[src/random_sample_set_macros.svh]
// ----------------------------------------------------------------------------
// Random sample set assertion macros
// Shared property templates for the random sample set checks.
// ----------------------------------------------------------------------------
`ifndef RANDOM_SAMPLE_SET_MACROS_SVH
`define RANDOM_SAMPLE_SET_MACROS_SVH

// The consequent must hold in the same cycle as the antecedent.
`define RSS_ASSERT_SAME(name, clk, rst, ante, cons, msg) \
   name: assert property (@(posedge clk) disable iff (rst) (ante) |-> (cons)) \
      else $error(msg);

// The consequent must hold in the cycle after the antecedent.
`define RSS_ASSERT_NEXT(name, clk, rst, ante, cons, msg) \
   name: assert property (@(posedge clk) disable iff (rst) (ante) |=> (cons)) \
      else $error(msg);

`endif

[src/rss_pkg.sv]
// ----------------------------------------------------------------------------
// Random sample set package
// Field widths, action and status codes, and the cell control group.
// ----------------------------------------------------------------------------
`timescale 1ns / 1ps

package rss_pkg;

   localparam int DATA_W         = 32;
   localparam int ACTION_W       = 2;
   localparam int STATUS_W       = 2;
   localparam int MEMBER_COUNT_W = 7;

   localparam logic [ACTION_W-1:0] ACT_INSERT = 2'd0;
   localparam logic [ACTION_W-1:0] ACT_REMOVE = 2'd1;
   localparam logic [ACTION_W-1:0] ACT_SAMPLE = 2'd2;

   typedef enum logic [STATUS_W-1:0] {
      ST_DONE      = 2'd0,
      ST_NO_CHANGE = 2'd1,
      ST_FULL      = 2'd2,
      ST_EMPTY     = 2'd3
   } status_type;

   // Control strobes broadcast from the sequencer to every cell.
   typedef struct packed {
      logic capture;  // latch the match flag of this item
      logic ins_we;   // write the key into the cell at the count position
      logic rem_we;   // write the read bus value into the matching cell
   } cell_ctrl_type;

endpackage

[src/rss_mod.sv]
// ----------------------------------------------------------------------------
// Random sample set modulo unit
// Restoring remainder of a 32-bit draw by the member count, one bit a cycle.
// ----------------------------------------------------------------------------
`timescale 1ns / 1ps

module rss_mod #(
   parameter int CNT_W = 7
) (
   input  logic                        clock,
   input  logic                        reset,
   input  logic                        start,
   input  logic [rss_pkg::DATA_W-1:0]  dividend,
   input  logic [CNT_W-1:0]            divisor,
   output logic                        done,
   output logic [CNT_W-1:0]            remainder
);

   localparam int BIT_W = $clog2(rss_pkg::DATA_W);

   logic                       busy_ff;
   logic                       busy_in;
   logic                       done_ff;
   logic                       done_in;
   logic [BIT_W-1:0]           bit_cnt_ff;
   logic [BIT_W-1:0]           bit_cnt_in;
   logic [rss_pkg::DATA_W-1:0] dividend_ff;
   logic [rss_pkg::DATA_W-1:0] dividend_in;
   logic [CNT_W-1:0]           rem_ff;
   logic [CNT_W-1:0]           rem_in;
   logic [CNT_W:0]             trial;
   logic [CNT_W:0]             divisor_ext;
   logic                       last_bit;

   assign trial       = {rem_ff, dividend_ff[rss_pkg::DATA_W-1]};
   assign divisor_ext = {1'b0, divisor};
   assign last_bit    = bit_cnt_ff == BIT_W'(rss_pkg::DATA_W - 1);

   always_comb begin
      busy_in     = busy_ff;
      done_in     = 1'b0;
      bit_cnt_in  = bit_cnt_ff;
      dividend_in = dividend_ff;
      rem_in      = rem_ff;
      if (start) begin
         busy_in     = 1'b1;
         bit_cnt_in  = '0;
         dividend_in = dividend;
         rem_in      = '0;
      end else if (busy_ff) begin
         // The partial remainder stays below the divisor, so one subtract suffices.
         rem_in      = (trial >= divisor_ext) ? CNT_W'(trial - divisor_ext) : CNT_W'(trial);
         dividend_in = {dividend_ff[rss_pkg::DATA_W-2:0], 1'b0};
         bit_cnt_in  = bit_cnt_ff + BIT_W'(1);
         if (last_bit) begin
            busy_in = 1'b0;
            done_in = 1'b1;
         end
      end
   end

   always_ff @(posedge clock) begin
      dividend_ff <= dividend_in;
      rem_ff      <= rem_in;
      bit_cnt_ff  <= bit_cnt_in;
      if (reset) begin
         busy_ff <= 1'b0;
         done_ff <= 1'b0;
      end else begin
         busy_ff <= busy_in;
         done_ff <= done_in;
      end
   end

   assign done      = done_ff;
   assign remainder = rem_ff;

endmodule

[config.mk]
export PLATFORM = sky130hd
export DESIGN_NAME = rss_mod
export DESIGN_NICKNAME = d
export VERILOG_FILES = /design/src/random_sample_set_macros.svh /design/src/rss_pkg.sv /design/src/rss_mod.sv
export SDC_FILE = /design/constraint.sdc
export NUM_CORES = 1
export LEC_CHECK = 0
export ABC_AREA = 1
export BUFFER_PORTS_ARGS = -buffer_cell sky130_fd_sc_hd__buf_4
export CELL_PAD_IN_SITES_DETAIL_PLACEMENT = 1
export CELL_PAD_IN_SITES_GLOBAL_PLACEMENT = 2
export CORE_AREA = 2 2 89 91
export DETAILED_ROUTE_END_ITERATION = 16
export DIE_AREA = 0 0 91 93
export HOLD_SLACK_MARGIN = 0.08
export PLACE_DENSITY_LB_ADDON = 0.1
export SLEW_MARGIN = 0
export SYNTH_ARGS = -nofsm -noshare
export SYNTH_HDL_FRONTEND = slang
export SYNTH_SLANG_ARGS = --single-unit
[constraint.sdc]
create_clock -name clock -period 2.1 [get_ports clock]
set_clock_uncertainty 0.05 [all_clocks]
set_input_delay 0.21 -clock clock [delete_from_list [all_inputs] [get_ports clock]]
set_output_delay 0.21 -clock clock [all_outputs]
set_load 0.01 [all_outputs]
==> impl_metrics.ini <==
[synthesis]
syn_inst = 278
synth_nets = 330
netlist.area_leader.share_pct = 40.9
syn_area_um2 = 2350
synth_cell_types = 32
synth_area_leaders = edfxtp_1 41%, nand2_1 21%, dfxtp_1 12%, ha_1 4.8%, inv_1 4.5%
syn_avg_cell_area_um2 = 8.45
synth-seq-cells = 46
synth_top_area_cell = edfxtp_1
ys_warn_count = 0
synth_seq_area_share_pct = 52.9

[power]
p_clk_share_pct = 27.2
p_comb_share_pct = 17.8
peakVddDrop_v = 0.000284
p_total_w = 0.00199
p_seq_share_pct = 55.0
net-switching-power_w = 0.000536
total_leakage_power_nw = 1.46
switching_share_pct = 27.0
internal_power_w = 0.00145
power_density_nw_per_um2 = 675

[worst_hold_path]
hold_class = input port to flip-flop

[placed_design]
io_buffer_count = 49
place_congestion = 0.764
dp.cells = 425
dp_hpwl_mm = 3.73

[sta]
setup_viol = 0
worst_pin_slew_ps = 550
fin_crit_sh_pct = 89.3
max_freq_ghz = 0.533
min_period_ps = 1880
finalHoldViolations = 0
setup_tns_ps = 0
slew-limit-headroom_pct = 63.3
slew_violations = 0
rsz0062_at_grt = no
timing.hold.ws_ps = 116

[finish]
drive_gt1_share_pct = 22.5
syn_to_final_growth_pct = 25.5
diodes = 0
nets = 384
final_cells = 435

[global_routing]
antenna_found_initial = 0
first_global_vias = 1986
grt_first_pass_wirelength_mm = 8.96
grt_usage_pct = 13.3
grt_max_degree = 36
overflow = 0

[clocking]
cts_buffers = 5
clk_pin_slew_ps = 90
clk_latency_ps = 290
cts_tree = built
cts_root_buffer = clkbuf_8
clockBufferDepth = 2
cts_setup_buffers = 0
cts.sinks = 46
htreeDepth = 2

[outcome]
status = finished clean

[die]
dieWidth_um = 91
die_y_um = 93
die-area_um2 = 8460
num_io_pins = 50
start_util_pct = 31.2
fp.coreArea_um2 = 7530
std_cell_rows = 32

[worst_setup_path]
start_kind = flip-flop
worstPathArrival_ps = 2060
worstSetupPathType = flip-flop to flip-flop
required_ps = 2280
crit_path_end_kind = flip-flop
critPathMaxFanout = 6

[routing]
routedWlPerCell_um = 11.8
vias = 1916
drt_pass1_iterations = 4
drt-total-wl_mm = 5.13
antenna_left = 0
drc = 0
vias_per_cell = 4.40
drtIter0Drc = 59

[job]
max_cap_violations = 0
==> metrics by stage <==
step,worst slack (ps),util (%),cell area (um2)
final,224,39.1,2950
after global routing,28.1,39.1,2950
after CTS,168,39.0,2940
after detailed placement,194,37.7,2840
after global placement,258,37.7,2840
after floorplan,360,-,2350
==> critical path: stages, from the launching register on <==
cell	delay, ps
edfxtp_1	370
inv_1	80
ha_1	130
inv_1	70
fa_2	350
nand2_1	70
nand2_1	90
nand2_2	90
nand2_2	80
nand2_4	110
nand2_4	80
nand2_1	80
nand3_1	80
o21ai_1	80
==> sequential cells by signal, summed over array words and instances, names as in the netlist <==
signal / cells
busy_ff: 1
remainder: 7
done: 1
bit_cnt_ff: 5
dividend_ff: 32
==> area by class of cell <==
class	count	area, um2
Clock buffer	5	68.8
Clock inverter	3	21.3
Fill cell	972	4580
Inverter	33	124
Multi-Input combinational cell	193	963
Sequential cell	46	1240
Tap cell	102	128
Timing Repair Buffer	53	400
==> path summary, 6_finish.rpt <==
check	startpoint	to	slack, ps	cells past startpoint
max	dividend_ff[31]	remainder[0]	220	13
min	dividend[0]	dividend_ff[0]	120	3
max reg2reg	dividend_ff[31]	remainder[0]	220	13
min reg2reg	remainder[5]	remainder[5]	460	2
==> layer usage <==
| layer | vias up | wire length (um) | global-route usage, % |
|---|---|---|---|
| met5 | - | 0 | 0 |
| met4 | 0 | 55 | 4.92 |
| met3 | 4 | 226 | 3.30 |
| met2 | 30 | 2460 | 22.5 |
| met1 | 887 | 2390 | 16.5 |
| li1 | 995 | - | - |
==> placed cells by master, fill, tap and decap left out, types with 2 or more instances in the layout <==
cell type,instances
edfxtp_1,32
inv_1,28
dfxtp_1,14
o21ai_1,5
nand2_1,130
nor2_1,2
a21oi_1,3
inv_2,4
nand2_2,3
buf_4,52
nor3_1,5
ha_1,9
nand3_1,16
nand3b_1,2
nand2_4,2
clkbuf_8,5
nand4_1,2
==> cells in the mapped netlist, drive strengths merged <==
cell type	count
nand2	134
a22o	1
o21ai	6
edfxtp	32
nand4	2
a21oi	4
dfxtp	14
nor2	4
fa	1
nor3	6
or2	2
clkinv	1
a211oi	1
nand3b	2
nand3	16
xor2	1
inv	32
a31oi	1
xnor2	1
buf	2
clkbuf	5
nor4	1
ha	9
==> repair_timing <==
item / CTS / global route
hold endpoints to repair: 2 / 0
setup endpoints to repair: 0 / 4
hold buffers: 1 / 0
gates resized for setup: 0 / 1
==> power groups by stage <==
stage	logic [W]	clock network [W]	registers, W
6_report	0.000354	0.000540	0.00109
3_5_place_dp	0.000356	0	0.00111
3_3_place_gp	0.000352	0	0.00111
5_1_grt	0.000410	0.000596	0.00110
2_1_floorplan	0.000219	0	0.00111
4_1_cts	0.000360	0.000567	0.00109
==> cell families after synthesis <==
group	count (synthesis)	share of synthesized area, %
flops	46	52.9
compound gates	13	3.57
buf+inv	40	6.50
simple gates	167	30.7
xor+xnor	2	0.746
fa+ha+maj	10	5.65
Note: power is estimated with default switching activity, not from simulation.
