**src/random_sample_set_macros.svh**
```systemverilog
// ----------------------------------------------------------------------------
// Random sample set assertion macros
// Shared property templates for the random sample set checks.
// ----------------------------------------------------------------------------
`ifndef RANDOM_SAMPLE_SET_MACROS_SVH
`define RANDOM_SAMPLE_SET_MACROS_SVH

// The consequent must hold in the same cycle as the antecedent.
`define RSS_ASSERT_SAME(name, clk, rst, ante, cons, msg) \
   name: assert property (@(posedge clk) disable iff (rst) (ante) |-> (cons)) \
      else $error(msg);

// The consequent must hold in the cycle after the antecedent.
`define RSS_ASSERT_NEXT(name, clk, rst, ante, cons, msg) \
   name: assert property (@(posedge clk) disable iff (rst) (ante) |=> (cons)) \
      else $error(msg);

`endif

```
**src/rss_pkg.sv**
```systemverilog
// ----------------------------------------------------------------------------
// Random sample set package
// Field widths, action and status codes, and the cell control group.
// ----------------------------------------------------------------------------
`timescale 1ns / 1ps

package rss_pkg;

   localparam int DATA_W         = 32;
   localparam int ACTION_W       = 2;
   localparam int STATUS_W       = 2;
   localparam int MEMBER_COUNT_W = 7;

   localparam logic [ACTION_W-1:0] ACT_INSERT = 2'd0;
   localparam logic [ACTION_W-1:0] ACT_REMOVE = 2'd1;
   localparam logic [ACTION_W-1:0] ACT_SAMPLE = 2'd2;

   typedef enum logic [STATUS_W-1:0] {
      ST_DONE      = 2'd0,
      ST_NO_CHANGE = 2'd1,
      ST_FULL      = 2'd2,
      ST_EMPTY     = 2'd3
   } status_type;

   // Control strobes broadcast from the sequencer to every cell.
   typedef struct packed {
      logic capture;  // latch the match flag of this item
      logic ins_we;   // write the key into the cell at the count position
      logic rem_we;   // write the read bus value into the matching cell
   } cell_ctrl_type;

endpackage

```
**src/rss_cell.sv**
```systemverilog
// ----------------------------------------------------------------------------
// Random sample set cell
// Holds one entry, compares it with the key and forwards the read bus.
// ----------------------------------------------------------------------------
`timescale 1ns / 1ps

module rss_cell #(
   parameter int INDEX = 0,
   parameter int IDX_W = 6,
   parameter int CNT_W = 7
) (
   input  logic                        clock,
   input  rss_pkg::cell_ctrl_type      ctrl,
   input  logic [rss_pkg::DATA_W-1:0]  key,
   input  logic [rss_pkg::DATA_W-1:0]  wr_data,
   input  logic [CNT_W-1:0]            count,
   input  logic [IDX_W-1:0]            sel_idx,
   input  logic [rss_pkg::DATA_W-1:0]  bus_in,
   output logic [rss_pkg::DATA_W-1:0]  bus_out,
   output logic                        hit
);

   logic [rss_pkg::DATA_W-1:0] value_ff;
   logic [rss_pkg::DATA_W-1:0] value_in;
   logic [rss_pkg::DATA_W-1:0] bus_ff;
   logic [rss_pkg::DATA_W-1:0] bus_in_next;
   logic                       hit_ff;
   logic                       hit_in;
   logic                       occupied;
   logic                       selected;

   assign occupied = CNT_W'(INDEX) < count;
   assign hit      = occupied && (value_ff == key);
   assign selected = sel_idx == IDX_W'(INDEX);

   always_comb begin
      value_in = value_ff;
      if (ctrl.ins_we && (count == CNT_W'(INDEX))) begin
         value_in = key;
      end else if (ctrl.rem_we && hit_ff) begin
         value_in = wr_data;
      end
   end

   assign hit_in      = ctrl.capture ? hit : hit_ff;
   assign bus_in_next = bus_in | (selected ? value_ff : '0);
   assign bus_out     = bus_ff;

   always_ff @(posedge clock) begin
      value_ff <= value_in;
      hit_ff   <= hit_in;
      bus_ff   <= bus_in_next;
   end

endmodule

```
**config.mk**
```make
export PLATFORM = sky130hd
export DESIGN_NAME = rss_cell
export DESIGN_NICKNAME = d
export VERILOG_FILES = /design/src/random_sample_set_macros.svh /design/src/rss_pkg.sv /design/src/rss_cell.sv
export SDC_FILE = /design/constraint.sdc
export NUM_CORES = 1
export LEC_CHECK = 0
export ABC_CLOCK_PERIOD_IN_PS = 2500
export BUFFER_PORTS_ARGS = -buffer_cell sky130_fd_sc_hd__buf_2
export CORE_MARGIN = 1
export CORE_UTILIZATION = 42
export CTS_BUF_LIST = sky130_fd_sc_hd__clkbuf_8
export DETAILED_ROUTE_END_ITERATION = 8
export GPL_TIMING_DRIVEN = 1
export PLACE_DENSITY = 0.78
export SLEW_MARGIN = 20
export SYNTH_ARGS = -nofsm -noshare
export SYNTH_HDL_FRONTEND = slang
export SYNTH_SLANG_ARGS = --single-unit
```
**constraint.sdc**
```tcl
create_clock -name clock -period 2.5 [get_ports clock]
set_input_delay 0.25 -clock clock [delete_from_list [all_inputs] [get_ports clock]]
set_output_delay 0.25 -clock clock [all_outputs]
set_load 0.05 [all_outputs]
```
==> results of run 1 <==
[final cells by class]
type	count	area (sq um)	area share, %
clock buffers	9	123.9	3.243
flip-flops and latches	65	1632	42.71
well taps	77	96.34	2.522
clock inverters	7	55.05	1.441
multi-input cells	114	1140	29.84
repair buffers	151	773.2	20.24
[critical path: cells and delay by family (launching register included)]
| family | cells | cell delay [ns] |
|---|---|---|
| xor gates and xnor gates | 1 | 0.17 |
| DFF | 1 | 0.41 |
| and+or+nand+nor | 3 | 0.84 |
| buffers and inverters | 1 | 0.31 |
[cells by family (layout without fill, tap and decap cells)]
kind of cell | after synthesis | count (layout)
xor+xnor | 32 | 32
simple gates | 18 | 18
buf+inv | 6 | 167
mux | 32 | 32
compound gates | 32 | 32
flops | 65 | 65
[report_power, final]
group	switching (mW)	internal (mW)	leakage, nW
clock	0.382	0.443	0.104
combinational	0.190	0.153	1.27
sequential	0.0172	1.17	0.577
[state kept, by name, summed over array words and instances, names as in the netlist]
name,cells
bus_out,32
value_ff,32
hit_ff,1
[timing repair]
item | 4_1_cts | 5_1_grt
gates resized for setup | 0 | 3
endpoints found under the setup margin | 0 | 1
buffers inserted | 0 | 0
hold endpoints to repair | 0 | 0
[stage by stage]
stage	worst slack (ns)	hold WS, ns	area, sq um	total power, mW	util (%)
2_1_floorplan	0.1045	0.3360	2803	1.404	-
3_3_place_gp	0.3920	0.4215	3626	1.544	56.78
3_5_place_dp	0.3247	0.4241	3626	1.552	56.78
4_1_cts	0.04688	0.06632	3805	2.388	59.58
5_1_grt	0.04806	0.07205	3820	2.452	59.82
6_report	0.1918	0.07822	3820	2.354	59.82
[path summary, 6_finish.rpt]
check,endpoint,slack (ns),cells past startpoint
worst max register to register,hit_ff$_DFFE_PP_,0.88,4
worst min register to register,bus_out[23]$_DFF_P_,0.49,1
worst min-delay path,bus_out[23]$_DFF_P_,0.08,2
worst max-delay path,hit,0.19,5
[synth_stat cells]
cell,number
buf_2,3
nor4_4,1
nand4_1,2
nand3_1,1
dfxtp_1,32
nor3_1,1
mux2_4,29
xor2_1,28
nor4_1,8
or4_1,1
mux2_2,3
or4_4,1
a21o_1,32
xnor2_1,4
nand2_1,2
buf_6,3
edfxtp_1,33
nand2_2,1
[layer usage]
layer	GRT usage [%]	wire length [um]	up-vias
met2	29.93	3053	94
met1	23.29	2733	912
met4	7.858	95	0
li1	-	-	992
met5	0	0	-
met3	4.550	398	8
==> flow_summary.toml, run 1 <==
[outcome]
outcome = "completed"

[synth]
synth_cells = 185
yosys_warnings = 0
synth_fa_ha_area_share_pct = 0
synthXorXnorAreaFrac_pct = 10.02
ys_seq_area_share_pct = 58.34
syn_nets = 298
yosys.area_share.simple_pct = 4.519
synth-seq-cells = 65
synthTopCellsByArea = "edfxtp_1, dfxtp_1, mux2_4"
ys_types = 18
synth_top_cell_by_area = "edfxtp_1"
synth_top_family_by_area = "multiplexers"
synth_compound_area_share_pct = 8.591
muxShareOfSynthArea_pct = 16.78
synth.cell_area_sq_um = 2796
avgSynthCellArea_sq_um = 15.12
synth_top_cell_area_share_pct = 35.44

[critical_path]
slowest_delay_ns = 0.41
worst-path-max-fanout = 2
crit_type = "flop to output pin"
critPathLaunchType = "flop"
crit_chain = "xor2_1 -> nor4_2 -> nand3_1 -> nor4_2 -> clkbuf_4"
crit_arrival_ns = 2.06
slowest_stage = "edfxtp_1"
required_ns = 2.25
reg2reg_from = "value_ff[8]$_DFFE_PP_"
cp-end-kind = "output pin"
crit_start = "value_ff[8]$_DFFE_PP_"
path_common_cell = "nor4_2"

[drt]
first_pass_iters = 4
viasPerCell = 4.742
vias = 2006
ant_nets = 0
wirelength_um = 6280
drc = 0
wl_per_cell_um = 14.85
drt_iter0_drc = 57

[clock_network]
cts_root_buf = "clkbuf_8"
cts_max_level = 3
clock_latency_ns = 0.34
hold_buffers = 0
clockBufferDepth = 2
cts_buffers = 9
cts_tree = "built"
clk_pin_slew_worst_paths_ns = 0.08
numClockSinks = 65

[timing]
hold_violations = 0
tns_ns = 0
fmax_mhz = 433.2
skew_ns = 0.01257
tightest_slew_ns = 0.3786
rsz0062_at_grt = "no"
setup_viol = 0
finalMaxSlewViolations = 0
post-route-period-util_pct = 92.33
relSlewSlack_pct = 74.53
finalCriticalPeriod_ns = 2.308

[cells_and_area]
n_fill_cell = 564
layout_common_cells = "buf_2, edfxtp_1, a21o_1, dfxtp_1, mux2_4"
instances_no_fill = 423
layout_commonest_cell = "buf_2"
final_nets = 454
drive_gt1_share_pct = 58.38
syn2layout_area_growth_pct = 36.60
diodes = 0

[run]
drv_cap = 0

[hold_path]
hold_path.startpoint = "bus_in[23]"
hp-class = "primary input to flop"

[grt]
grt_pass1_vias = 2049
grt_pass1_wl_um = 9846
gr-total-overflow = 0
grt_max_degree = 33
grt_use_total_pct = 18.39
antenna_found_initial = 0

[place]
hpwl_um = 4845
place_inst = 407
portBuffers = 145
place_congestion = 0.7515

[power_and_ir_drop]
p_per_area_nw_per_um2 = 616.1
ir_worst_vdd_mv = 0.3163
power_leakage_nw = 1.953

[floorplanning]
rows = 29
die_w_um = 83.60
die_area_sq_um = 6988
start_util_pct = 43.79
fp.dieH_um = 83.60
ioPinCount = 146
core_sq_um = 6386
Power figures use the tool's default switching activity.
==> run 2: changes to the inputs <==
--- a/config.mk
+++ b/config.mk
@@ -5,14 +5,15 @@
 export SDC_FILE = /design/constraint.sdc
 export NUM_CORES = 1
 export LEC_CHECK = 0
-export ABC_CLOCK_PERIOD_IN_PS = 2500
+export ABC_CLOCK_PERIOD_IN_PS = 2290
 export BUFFER_PORTS_ARGS = -buffer_cell sky130_fd_sc_hd__buf_2
+export CAP_MARGIN = 10
 export CORE_MARGIN = 1
-export CORE_UTILIZATION = 42
+export CORE_UTILIZATION = 47
 export CTS_BUF_LIST = sky130_fd_sc_hd__clkbuf_8
 export DETAILED_ROUTE_END_ITERATION = 8
 export GPL_TIMING_DRIVEN = 1
-export PLACE_DENSITY = 0.78
+export PLACE_DENSITY = 0.83
 export SLEW_MARGIN = 20
 export SYNTH_ARGS = -nofsm -noshare
 export SYNTH_HDL_FRONTEND = slang
==> constraint.sdc (replaced) <==
create_clock -name clock -period 2.29 [get_ports clock]
set_input_delay 0.229 -clock clock [delete_from_list [all_inputs] [get_ports clock]]
set_output_delay 0.229 -clock clock [all_outputs]
set_load 0.05 [all_outputs]
==> flow_summary.toml, run 2 (synthesis gave the netlist of run 1 again) <==
[power_and_ir_drop]
power_leakage_nw = 1.949
ir_worst_vdd_mv = 0.4029
power_mw = 2.581
p_per_area_nw_per_um2 = 676.6

[clock_network]
numClockSinks = 65
cts_max_level = 3
clock_latency_ns = 0.33
cts_buffers = 9
post_cts.repair.setup_buffers = 0
clk_pin_slew_worst_paths_ns = 0.07
cts_root_buf = "clkbuf_8"
clockBufferDepth = 2
cts_tree = "built"

[critical_path]
crit_type = "flop to output pin"
path_common_cell = "nor4_2"
critPathTopFamily = "simple AND/OR/NAND/NOR gates"
crit_arrival_ns = 1.95
slowest_delay_ns = 0.41
required_ns = 2.06
cp-end-kind = "output pin"
slowest_stage = "edfxtp_1"
crit_chain = "xor2_1 -> nor4_2 -> nand3_1 -> nor4_2 -> buf_4"
path_buf_inv = 1
critPathLaunchType = "flop"
worst-path-max-fanout = 2

[floorplanning]
die_area_sq_um = 6262
start_util_pct = 49.87
ioPinCount = 146
fp.dieH_um = 79.14
die_w_um = 79.14
core_sq_um = 5608
rows = 27

[timing]
fmax_mhz = 459.6
finalCriticalPeriod_ns = 2.176
finalWorstSetupSlack_ns = 0.1142
skew_ns = 0.008378
hold_violations = 0
post-route-period-util_pct = 95.02
setup_viol = 0
relSlewSlack_pct = 75.80
tns_ns = 0
finalMaxSlewViolations = 0
tightest_slew_ns = 0.3596

[cells_and_area]
syn2layout_area_growth_pct = 36.42
layout_commonest_cell = "buf_2"
layout_common_cells = "buf_2, edfxtp_1, a21o_1, dfxtp_1, mux2_4"
drive_gt1_share_pct = 58.84
n_fill_cell = 431
stdcell_area_sq_um = 3815
diodes = 0
multi_input_area_sq_um = 1149
regArea_sq_um = 1632
post-route-util_pct = 68.03
final_nets = 453

[grt]
grt_use_total_pct = 20.78
grt_pass1_vias = 2046
antenna_found_initial = 0
gr-total-overflow = 0
grt_max_degree = 33
grt_pass1_wl_um = 9687

[place]
place_congestion = 0.7781
hpwl_um = 4725
portBuffers = 145
place_area_sq_um = 3615
dpl_worst_slack_ns = 0.2730

[drt]
viasPerCell = 4.847
vias = 2021
drc = 0
wirelength_um = 6233
wl_per_cell_um = 14.95
ant_nets = 0
drt_iter0_drc = 69
first_pass_iters = 4

[hold_path]
hp-class = "primary input to flop"

[run]
drv_cap = 0

[outcome]
outcome = "completed"
[run 2: metrics by stage]
stage	hold WS [ns]	std cells
after floorplan	0.3150	185
after global placement	0.4001	401
after detailed placement	0.4041	401
after CTS	0.05199	417
after global routing	0.04949	417
final	0.06903	417
[run 2: area by class of cell]
cell class,count,share of cell area (%)
Tap cell,72,2.361
Clock inverter,7,1.443
Timing Repair Buffer,150,20.07
Clock buffer,9,3.247
Multi-Input combinational cell,114,30.11
Sequential cell,65,42.77
[run 2: path summary, 6_finish.rpt]
path	startpoint	end	slack, ns	cells past startpoint
max	value_ff[8]$_DFFE_PP_	hit	0.11	5
min	bus_in[25]	bus_out[25]$_DFF_P_	0.07	2
max reg2reg	value_ff[8]$_DFFE_PP_	hit_ff$_DFFE_PP_	0.73	4
min reg2reg	value_ff[14]$_DFFE_PP_	bus_out[14]$_DFF_P_	0.49	1
[run 2: routing by layer]
| metal | GRT usage (%) | wire (um) | part of all wire [%] |
|---|---|---|---|
| met5 | 0 | 0 | 0 |
| met4 | 9.091 | 98 | 1.6 |
| met3 | 4.943 | 482 | 7.7 |
| met2 | 34.14 | 3007 | 48 |
| met1 | 25.98 | 2645 | 42 |
[run 2: power by group]
group	internal (mW)	switching [mW]
Clock	0.484	0.426
Sequential	1.27	0.0187
Combinational	0.167	0.210
Total	1.93	0.655
[run 2: what timing repair did]
item	4_1_cts	5_1_grt
pin swaps	0	2
hold buffers	0	0
endpoints found under the setup margin	1	1
gates resized for setup	2	2
